<file path="config.mk">
export PLATFORM = sky130hd
export DESIGN_NAME = websocket_client_frame_encoder_top
export DESIGN_NICKNAME = d
export VERILOG_FILES = /design/src/rtl/wsenc_pkg.sv /design/src/rtl/websocket_client_frame_encoder_top.sv
export VERILOG_INCLUDE_DIRS = /design/src /design/src/rtl
export SDC_FILE = /design/constraint.sdc
export NUM_CORES = 1
export LEC_CHECK = 0
export ABC_AREA = 0
export BUFFER_PORTS_ARGS = -buffer_cell sky130_fd_sc_hd__buf_2
export CORE_UTILIZATION = 45
export DETAILED_ROUTE_END_ITERATION = 6
export PLACE_DENSITY = 0.72
export SLEW_MARGIN = 20
export SYNTH_ARGS = -nofsm -noshare
export SYNTH_HDL_FRONTEND = slang
export SYNTH_SLANG_ARGS = --single-unit
</file>
<file path="constraint.sdc">
create_clock -name clk -period 8.95 [get_ports clk]
set_input_delay 1.79 -clock clk [delete_from_list [all_inputs] [get_ports clk]]
set_output_delay 1.79 -clock clk [all_outputs]
set_load 0.01 [all_outputs]
</file>
<file path="src/rtl/websocket_client_frame_encoder_top_defines.svh">
// assertion macros for the websocket client frame encoder
// used by websocket_client_frame_encoder_top; expects clk and arst_n in scope
`ifndef WEBSOCKET_CLIENT_FRAME_ENCODER_TOP_DEFINES_SVH
`define WEBSOCKET_CLIENT_FRAME_ENCODER_TOP_DEFINES_SVH

`ifndef SYNTH

// checked only out of reset
`define WSE_ASSERT(lbl, prop) \
	lbl: assert property (@(posedge clk) disable iff (!arst_n) prop) \
		else $error("wsenc check failed");

// checked at every edge, reset included
`define WSE_ASSERT_ALWAYS(lbl, prop) \
	lbl: assert property (@(posedge clk) prop) \
		else $error("wsenc check failed");

`else

`define WSE_ASSERT(lbl, prop)
`define WSE_ASSERT_ALWAYS(lbl, prop)

`endif

`endif

</file>
<file path="src/rtl/wsenc_pkg.sv">
// types and constants of the websocket client frame encoder
// no dependencies
`timescale 1ns / 1ps

package wsenc_pkg;

	typedef enum logic [0:0] {
		MODE_START   = 1'b0,
		MODE_PAYLOAD = 1'b1
	} mode_t;

	typedef logic [7:0] byte_t;

	localparam int unsigned LEN_W  = 63;
	localparam int unsigned MASK_W = 32;

	// first header byte: fin set, text opcode
	localparam byte_t FIN_TEXT = 8'h81;
	// mask bit of the second header byte
	localparam byte_t MASK_BIT = 8'h80;
	localparam logic [6:0] LEN_CODE_16 = 7'd126;
	localparam logic [6:0] LEN_CODE_64 = 7'd127;

	localparam logic [LEN_W-1:0] LEN_MAX_SHORT = 63'd125;
	localparam logic [LEN_W-1:0] LEN_MAX_16    = 63'd65535;

	// header bytes that follow the first one
	localparam int unsigned HDR_TAIL_MAX   = 13;
	localparam logic [3:0]  HDR_TAIL_SHORT = 4'd5;
	localparam logic [3:0]  HDR_TAIL_16    = 4'd7;
	localparam logic [3:0]  HDR_TAIL_64    = 4'd13;

endpackage

</file>
<file path="src/rtl/websocket_client_frame_encoder_top.sv">
// websocket client frame encoder, single module
// depends on wsenc_pkg and websocket_client_frame_encoder_top_defines.svh
`timescale 1ns / 1ps
`include "websocket_client_frame_encoder_top_defines.svh"

// Use of the block
// s_axis: input items. tuser selects the kind: start (0) or payload (1).
//   a start transfer carries length and mask key and opens a fresh frame,
//   abandoning any frame still open. a payload transfer carries one byte;
//   with no frame open it is taken and dropped.
// m_axis: encoded frame bytes, one per transfer. tuser marks header and
//   mask bytes, tlast the final byte of a frame.
// output: the first output byte of an input transfer is registered and
//   sits in the output register until the receiver takes it.
// throughput: with m_axis_tready high, payload items run at one per cycle.
//   a start item gives a header burst of 6, 8 or 14 bytes (7-bit, 16-bit or
//   64-bit length form); the bytes after the first drain one per cycle, as
//   m_axis_tready allows, from a header shift register; s_axis_tready is low meanwhile.
// stalls: when m_axis_tready is low with a byte waiting, the output
//   register holds and s_axis_tready drops in the same cycle; nothing is
//   lost and nothing is repeated.
// reset: arst_n clears the output valid, the burst count and the frame
//   state, so no frame is open and no byte is pending.
module websocket_client_frame_encoder_top
	import wsenc_pkg::*;
(
	input  logic         clk,
	input  logic         arst_n,

	input  logic         s_axis_tvalid,
	output logic         s_axis_tready,
	// [62:0] payload_length, [94:63] mask_key, [102:95] data_byte, [103] zero
	input  logic [103:0] s_axis_tdata,
	// [0] mode
	input  logic [0:0]   s_axis_tuser,

	output logic         m_axis_tvalid,
	input  logic         m_axis_tready,
	// [7:0] out_byte
	output logic [7:0]   m_axis_tdata,
	// [0] is_header
	output logic [0:0]   m_axis_tuser,
	// frame_last
	output logic         m_axis_tlast
);

	// input fields
	mode_t             in_mode;
	logic [LEN_W-1:0]  in_len;
	logic [MASK_W-1:0] in_key;
	byte_t             in_data;

	assign in_mode = mode_t'(s_axis_tuser);
	assign in_len  = s_axis_tdata[62:0];
	assign in_key  = s_axis_tdata[94:63];
	assign in_data = s_axis_tdata[102:95];

	// frame state
	logic [LEN_W-1:0]  bytes_remaining_q;
	logic [MASK_W-1:0] held_mask_q;
	logic [1:0]        mask_phase_q;
	logic              frame_open_q;

	// header burst: bytes after the first one, shifted out from entry 0
	byte_t             hdr_buf_q [HDR_TAIL_MAX];
	logic [3:0]        hdr_cnt_q;
	logic              hdr_zero_q;   // empty frame, last mask byte ends it

	// output register
	logic              out_valid_q;
	byte_t             out_byte_q;
	logic              out_hdr_q;
	logic              out_last_q;

	logic              out_load;
	logic              in_fire;
	logic              hdr_busy;

	byte_t             hdr_new [HDR_TAIL_MAX];
	logic [3:0]        hdr_new_cnt;
	byte_t             key_byte;
	logic              pay_last;

	assign hdr_busy      = (hdr_cnt_q != 4'd0);
	assign out_load      = !out_valid_q || m_axis_tready;
	assign s_axis_tready = !hdr_busy && out_load;
	assign in_fire       = s_axis_tvalid && s_axis_tready;

	// header tail for a start item, length form picked by compare
	always_comb begin
		for (int i = 0; i < HDR_TAIL_MAX; i++) begin
			hdr_new[i] = '0;
		end
		if (in_len <= LEN_MAX_SHORT) begin
			hdr_new[0]  = MASK_BIT | {1'b0, in_len[6:0]};
			hdr_new[1]  = in_key[31:24];
			hdr_new[2]  = in_key[23:16];
			hdr_new[3]  = in_key[15:8];
			hdr_new[4]  = in_key[7:0];
			hdr_new_cnt = HDR_TAIL_SHORT;
		end else if (in_len <= LEN_MAX_16) begin
			hdr_new[0]  = MASK_BIT | {1'b0, LEN_CODE_16};
			hdr_new[1]  = in_len[15:8];
			hdr_new[2]  = in_len[7:0];
			hdr_new[3]  = in_key[31:24];
			hdr_new[4]  = in_key[23:16];
			hdr_new[5]  = in_key[15:8];
			hdr_new[6]  = in_key[7:0];
			hdr_new_cnt = HDR_TAIL_16;
		end else begin
			hdr_new[0]  = MASK_BIT | {1'b0, LEN_CODE_64};
			// 64-bit length, top bit always zero
			hdr_new[1]  = {1'b0, in_len[62:56]};
			hdr_new[2]  = in_len[55:48];
			hdr_new[3]  = in_len[47:40];
			hdr_new[4]  = in_len[39:32];
			hdr_new[5]  = in_len[31:24];
			hdr_new[6]  = in_len[23:16];
			hdr_new[7]  = in_len[15:8];
			hdr_new[8]  = in_len[7:0];
			hdr_new[9]  = in_key[31:24];
			hdr_new[10] = in_key[23:16];
			hdr_new[11] = in_key[15:8];
			hdr_new[12] = in_key[7:0];
			hdr_new_cnt = HDR_TAIL_64;
		end
	end

	// mask byte for the next payload position, first key byte on top
	always_comb begin
		unique case (mask_phase_q)
			2'd0:    key_byte = held_mask_q[31:24];
			2'd1:    key_byte = held_mask_q[23:16];
			2'd2:    key_byte = held_mask_q[15:8];
			default: key_byte = held_mask_q[7:0];
		endcase
	end

	// an open frame always has at least one byte to go
	assign pay_last = (bytes_remaining_q == 63'd1);

	// frame state and burst control
	always_ff @(posedge clk or negedge arst_n) begin
		if (!arst_n) begin
			out_valid_q       <= 1'b0;
			hdr_cnt_q         <= 4'd0;
			hdr_zero_q        <= 1'b0;
			frame_open_q      <= 1'b0;
			bytes_remaining_q <= '0;
			held_mask_q       <= '0;
			mask_phase_q      <= 2'd0;
		end else begin
			priority if (hdr_busy && out_load) begin
				out_valid_q <= 1'b1;
				hdr_cnt_q   <= hdr_cnt_q - 4'd1;
			end else if (in_fire && in_mode == MODE_START) begin
				out_valid_q       <= 1'b1;
				hdr_cnt_q         <= hdr_new_cnt;
				hdr_zero_q        <= (in_len == '0);
				held_mask_q       <= in_key;
				mask_phase_q      <= 2'd0;
				bytes_remaining_q <= in_len;
				frame_open_q      <= (in_len != '0);
			end else if (in_fire && frame_open_q) begin
				out_valid_q       <= 1'b1;
				bytes_remaining_q <= bytes_remaining_q - 63'd1;
				mask_phase_q      <= mask_phase_q + 2'd1;
				if (pay_last) begin
					frame_open_q <= 1'b0;
				end
			end else if (out_load) begin
				out_valid_q <= 1'b0;
			end
		end
	end

	// output payload and header shift register, no reset needed
	always_ff @(posedge clk) begin
		priority if (hdr_busy && out_load) begin
			out_byte_q <= hdr_buf_q[0];
			out_hdr_q  <= 1'b1;
			out_last_q <= (hdr_cnt_q == 4'd1) && hdr_zero_q;
			for (int i = 0; i < HDR_TAIL_MAX - 1; i++) begin
				hdr_buf_q[i] <= hdr_buf_q[i+1];
			end
		end else if (in_fire && in_mode == MODE_START) begin
			out_byte_q <= FIN_TEXT;
			out_hdr_q  <= 1'b1;
			out_last_q <= 1'b0;
			for (int i = 0; i < HDR_TAIL_MAX; i++) begin
				hdr_buf_q[i] <= hdr_new[i];
			end
		end else if (in_fire && frame_open_q) begin
			out_byte_q <= in_data ^ key_byte;
			out_hdr_q  <= 1'b0;
			out_last_q <= pay_last;
		end else begin
			out_byte_q <= out_byte_q;
		end
	end

	assign m_axis_tvalid = out_valid_q;
	assign m_axis_tdata  = out_byte_q;
	assign m_axis_tuser  = out_hdr_q;
	assign m_axis_tlast  = out_last_q;

	// no input is taken while a header burst drains
	`WSE_ASSERT_ALWAYS(a_no_take_in_burst, hdr_busy |-> !s_axis_tready)

	// a start transfer puts the fin/text byte in the output register next
	`WSE_ASSERT(a_start_first_byte, (in_fire && in_mode == MODE_START) |=> (m_axis_tvalid && m_axis_tdata == FIN_TEXT && m_axis_tuser[0]))

	// a frame only opens through a start transfer
	`WSE_ASSERT(a_open_by_start, $rose(frame_open_q) |-> $past(in_fire && in_mode == MODE_START))

endmodule
</file>
==> out/qor.yml <==
tns_ns: 0
crit_path_start_kind: "input pin"
routed_wirelength_mm: 35.5
maxSlewHeadroom_pct: 26.1
ys_top_cells_by_area: "edfxtp_1, dfrtp_1, nand2_1, o21ai_0, mux2i_1"
synth_seq_cells: 218
port_buffers: 119
ant_nets: 0
syn-cell-area_um2: 11100
synth_area_leader_cell: "edfxtp_1"
syn_inst: 1128
dieWidth_um: 159
rows: 57
finalHoldViolations: 0
avgSynthCellArea_um2: 9.83
placed_area_um2: 12000
critPathRequiredTime_ns: 9.33
r2r_cells: 8
hold_path_end: "m_axis_tuser"
yosys_warnings: 0
fin_crit_sh_pct: 54.0
io_pins: 121
setup_violations: 0
start_util_pct: 45.7
dp_worst_setup_slack_ns: 3.71
hold_path_depth: 1
seq_area_frac_synth_pct: 54.1
core-area_um2: 24200
clk_latency_ns: 0.52
arrival_ns: 5.21
antenna_found_initial: 0
hold_path_class: "reg -> reg"
path_max_fanout: 45
max_freq_mhz: 207
ctsHoldBuffers: 0
cts_tree: "yes"
fin_crit_ns: 4.84
r2r_setup_slack_ns: 4.43
worst_pin_slew_ns: 1.10
power.density_nw_per_um2: 282
synth-edff-count: 112
critPathCaptureType: "register"
drive_gt1_share_pct: 15.5
drc: 21
crit_type: "in -> reg"
grt_pass1_vias: 9054
drt_pre_antenna_iters: 7
wl_per_cell_um: 22.8
track_usage_pct: 27.6
syn_nets: 1245
drt_iter0_drc: 1348
peakVddDrop_v: 0.000156
status: "finished, violations left"
cts_inserted_buffers: 24
final_cell_mix: "nand2_1, buf_2, edfxtp_1"
drv_slew: 0
r2r-start: "hdr_cnt_q[0]"
violations: "design-rule violations"
grt_max_degree: 101
p_clk_share_pct: 27.9
syn_to_final_growth_pct: 15.0
cts_root_buffer: "clkbuf_16"
cts_sinks: 218
r2r-end: "hdr_buf_q[0][50]"
die_h_um: 159
synthFlopType: "edfxtp_1"
clk_pin_slew_worst_paths_ns: 0.06
n_antenna_cell: 0
setup_slack_ns: 4.11
cts_resized: 0
internal_power_mw: 2.41
dieArea_um2: 25300
via_count: 9819
power_frac_comb_pct: 26.1
fin_skew_ns: 0.0105
leakagePower_nw: 5.04
p_sw_share_pct: 33.2
design_area_um2: 12800
synth.top_cell.area_share_pct: 30.3
cts_setup_buffers: 0
drv_cap: 0
hpwl_mm: 24.3
place.gp.congestion: 0.903
min_from: "m_axis_tuser"
switching_power_mw: 1.20
hold_ws_ns: 0.454
layout.nets: 1331
seqPwrFrac_pct: 46.0
synthArstFlopShare_pct: 47.7
ys_types: 67
final_common_cell: "nand2_1"
grt_pass1_wl_mm: 53.2
clk_path_buf_depth: 3
htreeDepth: 1
grt_setup_unrepaired: "false"
vias_per_cell: 6.31
grt-ovfl-total: 0
==> synthesized netlist by cell type (6+ instances only) <==
cell type    n
a21oi_1     23
a222oi_1    21
a22o_1       9
a22oi_1     25
a31oi_1      9
buf_1        8
clkbuf_1    58
dfrtp_1    104
edfxtp_1   112
ha_1         8
inv_1       27
mux2i_1     28
nand2_1    244
nand3_1     17
nand4_1     15
nor2_1      56
nor2b_1     10
nor3_1      32
nor4_1      33
o211ai_1    15
o21ai_0    111
o311ai_0     6
o31ai_1      6
or3_1       18
or4_1       17
xnor2_1     28
xor2_1       8
==> per-layer routing <==
| metal | up-vias | global-route usage [%] | routed length [um] |
|---|---|---|---|
| li1 | 4352 | - | - |
| met1 | 4717 | 39.7 | 14100 |
| met2 | 660 | 41.6 | 15800 |
| met3 | 90 | 4.92 | 4270 |
| met4 | 0 | 10.2 | 1360 |
| met5 | - | 0 | 0 |
==> metrics by stage <==
| step | cells | utilization (%) | power [mW] |
|---|---|---|---|
| 2_1_floorplan | 1128 | - | 2.27 |
| 3_3_place_gp | 1512 | 49.3 | 2.55 |
| 3_5_place_dp | 1512 | 49.3 | 2.59 |
| 4_1_cts | 1556 | 52.6 | 3.59 |
| 5_1_grt | 1556 | 52.6 | 3.78 |
| 6_report | 1556 | 52.6 | 3.60 |
==> flip-flops by register name (all words and copies together) (netlist names) <==
register           count
held_mask_q           32
hdr_buf_q            104
m_axis_tuser           1
mask_phase_q           2
m_axis_tlast           1
m_axis_tvalid          1
frame_open_q           1
hdr_cnt_q              4
hdr_zero_q             1
m_axis_tdata           8
bytes_remaining_q     63
==> worst max-delay path, stage by stage <==
cell and delay, ns:
buf_2 0.11, nor2b_1 0.31, nand3_4 0.51, or4_1 1.20, nor2_1 0.91, a222oi_1 0.21
inv_1 0.13
==> power by group through the flow <==
| stage | Sequential [mW] | Combinational [mW] | Clock [mW] |
|---|---|---|---|
| after CTS | 1.65 | 0.927 | 1.01 |
| after global placement | 1.65 | 0.897 | 0 |
| after global routing | 1.69 | 1.04 | 1.05 |
| final | 1.66 | 0.939 | 1.01 |
| after detailed placement | 1.67 | 0.919 | 0 |
| after floorplan | 1.63 | 0.642 | 0 |
==> how the worst max path moves through the flow <==
stage | start | end | slack [ns] | cells after the start
2_1_floorplan | m_axis_tready | hdr_buf_q[0][0] | 3.77 | 5
3_3_place_gp | s_axis_tvalid | hdr_buf_q[0][41] | 3.71 | 7
3_5_place_dp | s_axis_tvalid | hdr_buf_q[0][50] | 3.71 | 7
4_1_cts | s_axis_tvalid | hdr_buf_q[0][50] | 4.25 | 7
5_1_grt | s_axis_tvalid | hdr_buf_q[0][50] | 3.98 | 7
6_report | s_axis_tvalid | hdr_buf_q[0][50] | 4.11 | 7
==> logic make-up after synthesis <==
group                      after synthesis  share of synthesized area (%)
AOI/OAI and AO/OA                      268                           16.0
xor gates and xnor gates                36                           2.84
buffers and inverters                   97                           3.33
muxes                                   29                           2.63
adders and majority gates                8                          0.902
and+or+nand+nor                        472                           20.2
DFF                                    218                           54.1
==> cell type report <==
| type | count | area, um2 |
|---|---|---|
| Fill cell | 2178 | 11500 |
| Sequential cell | 218 | 6010 |
| Multi-Input combinational cell | 813 | 4760 |
| Clock buffer | 30 | 686 |
| Timing Repair Buffer | 130 | 681 |
| Tap cell | 324 | 405 |
| Clock inverter | 14 | 121 |
| Inverter | 27 | 104 |
(Power assumes the default switching activity.)
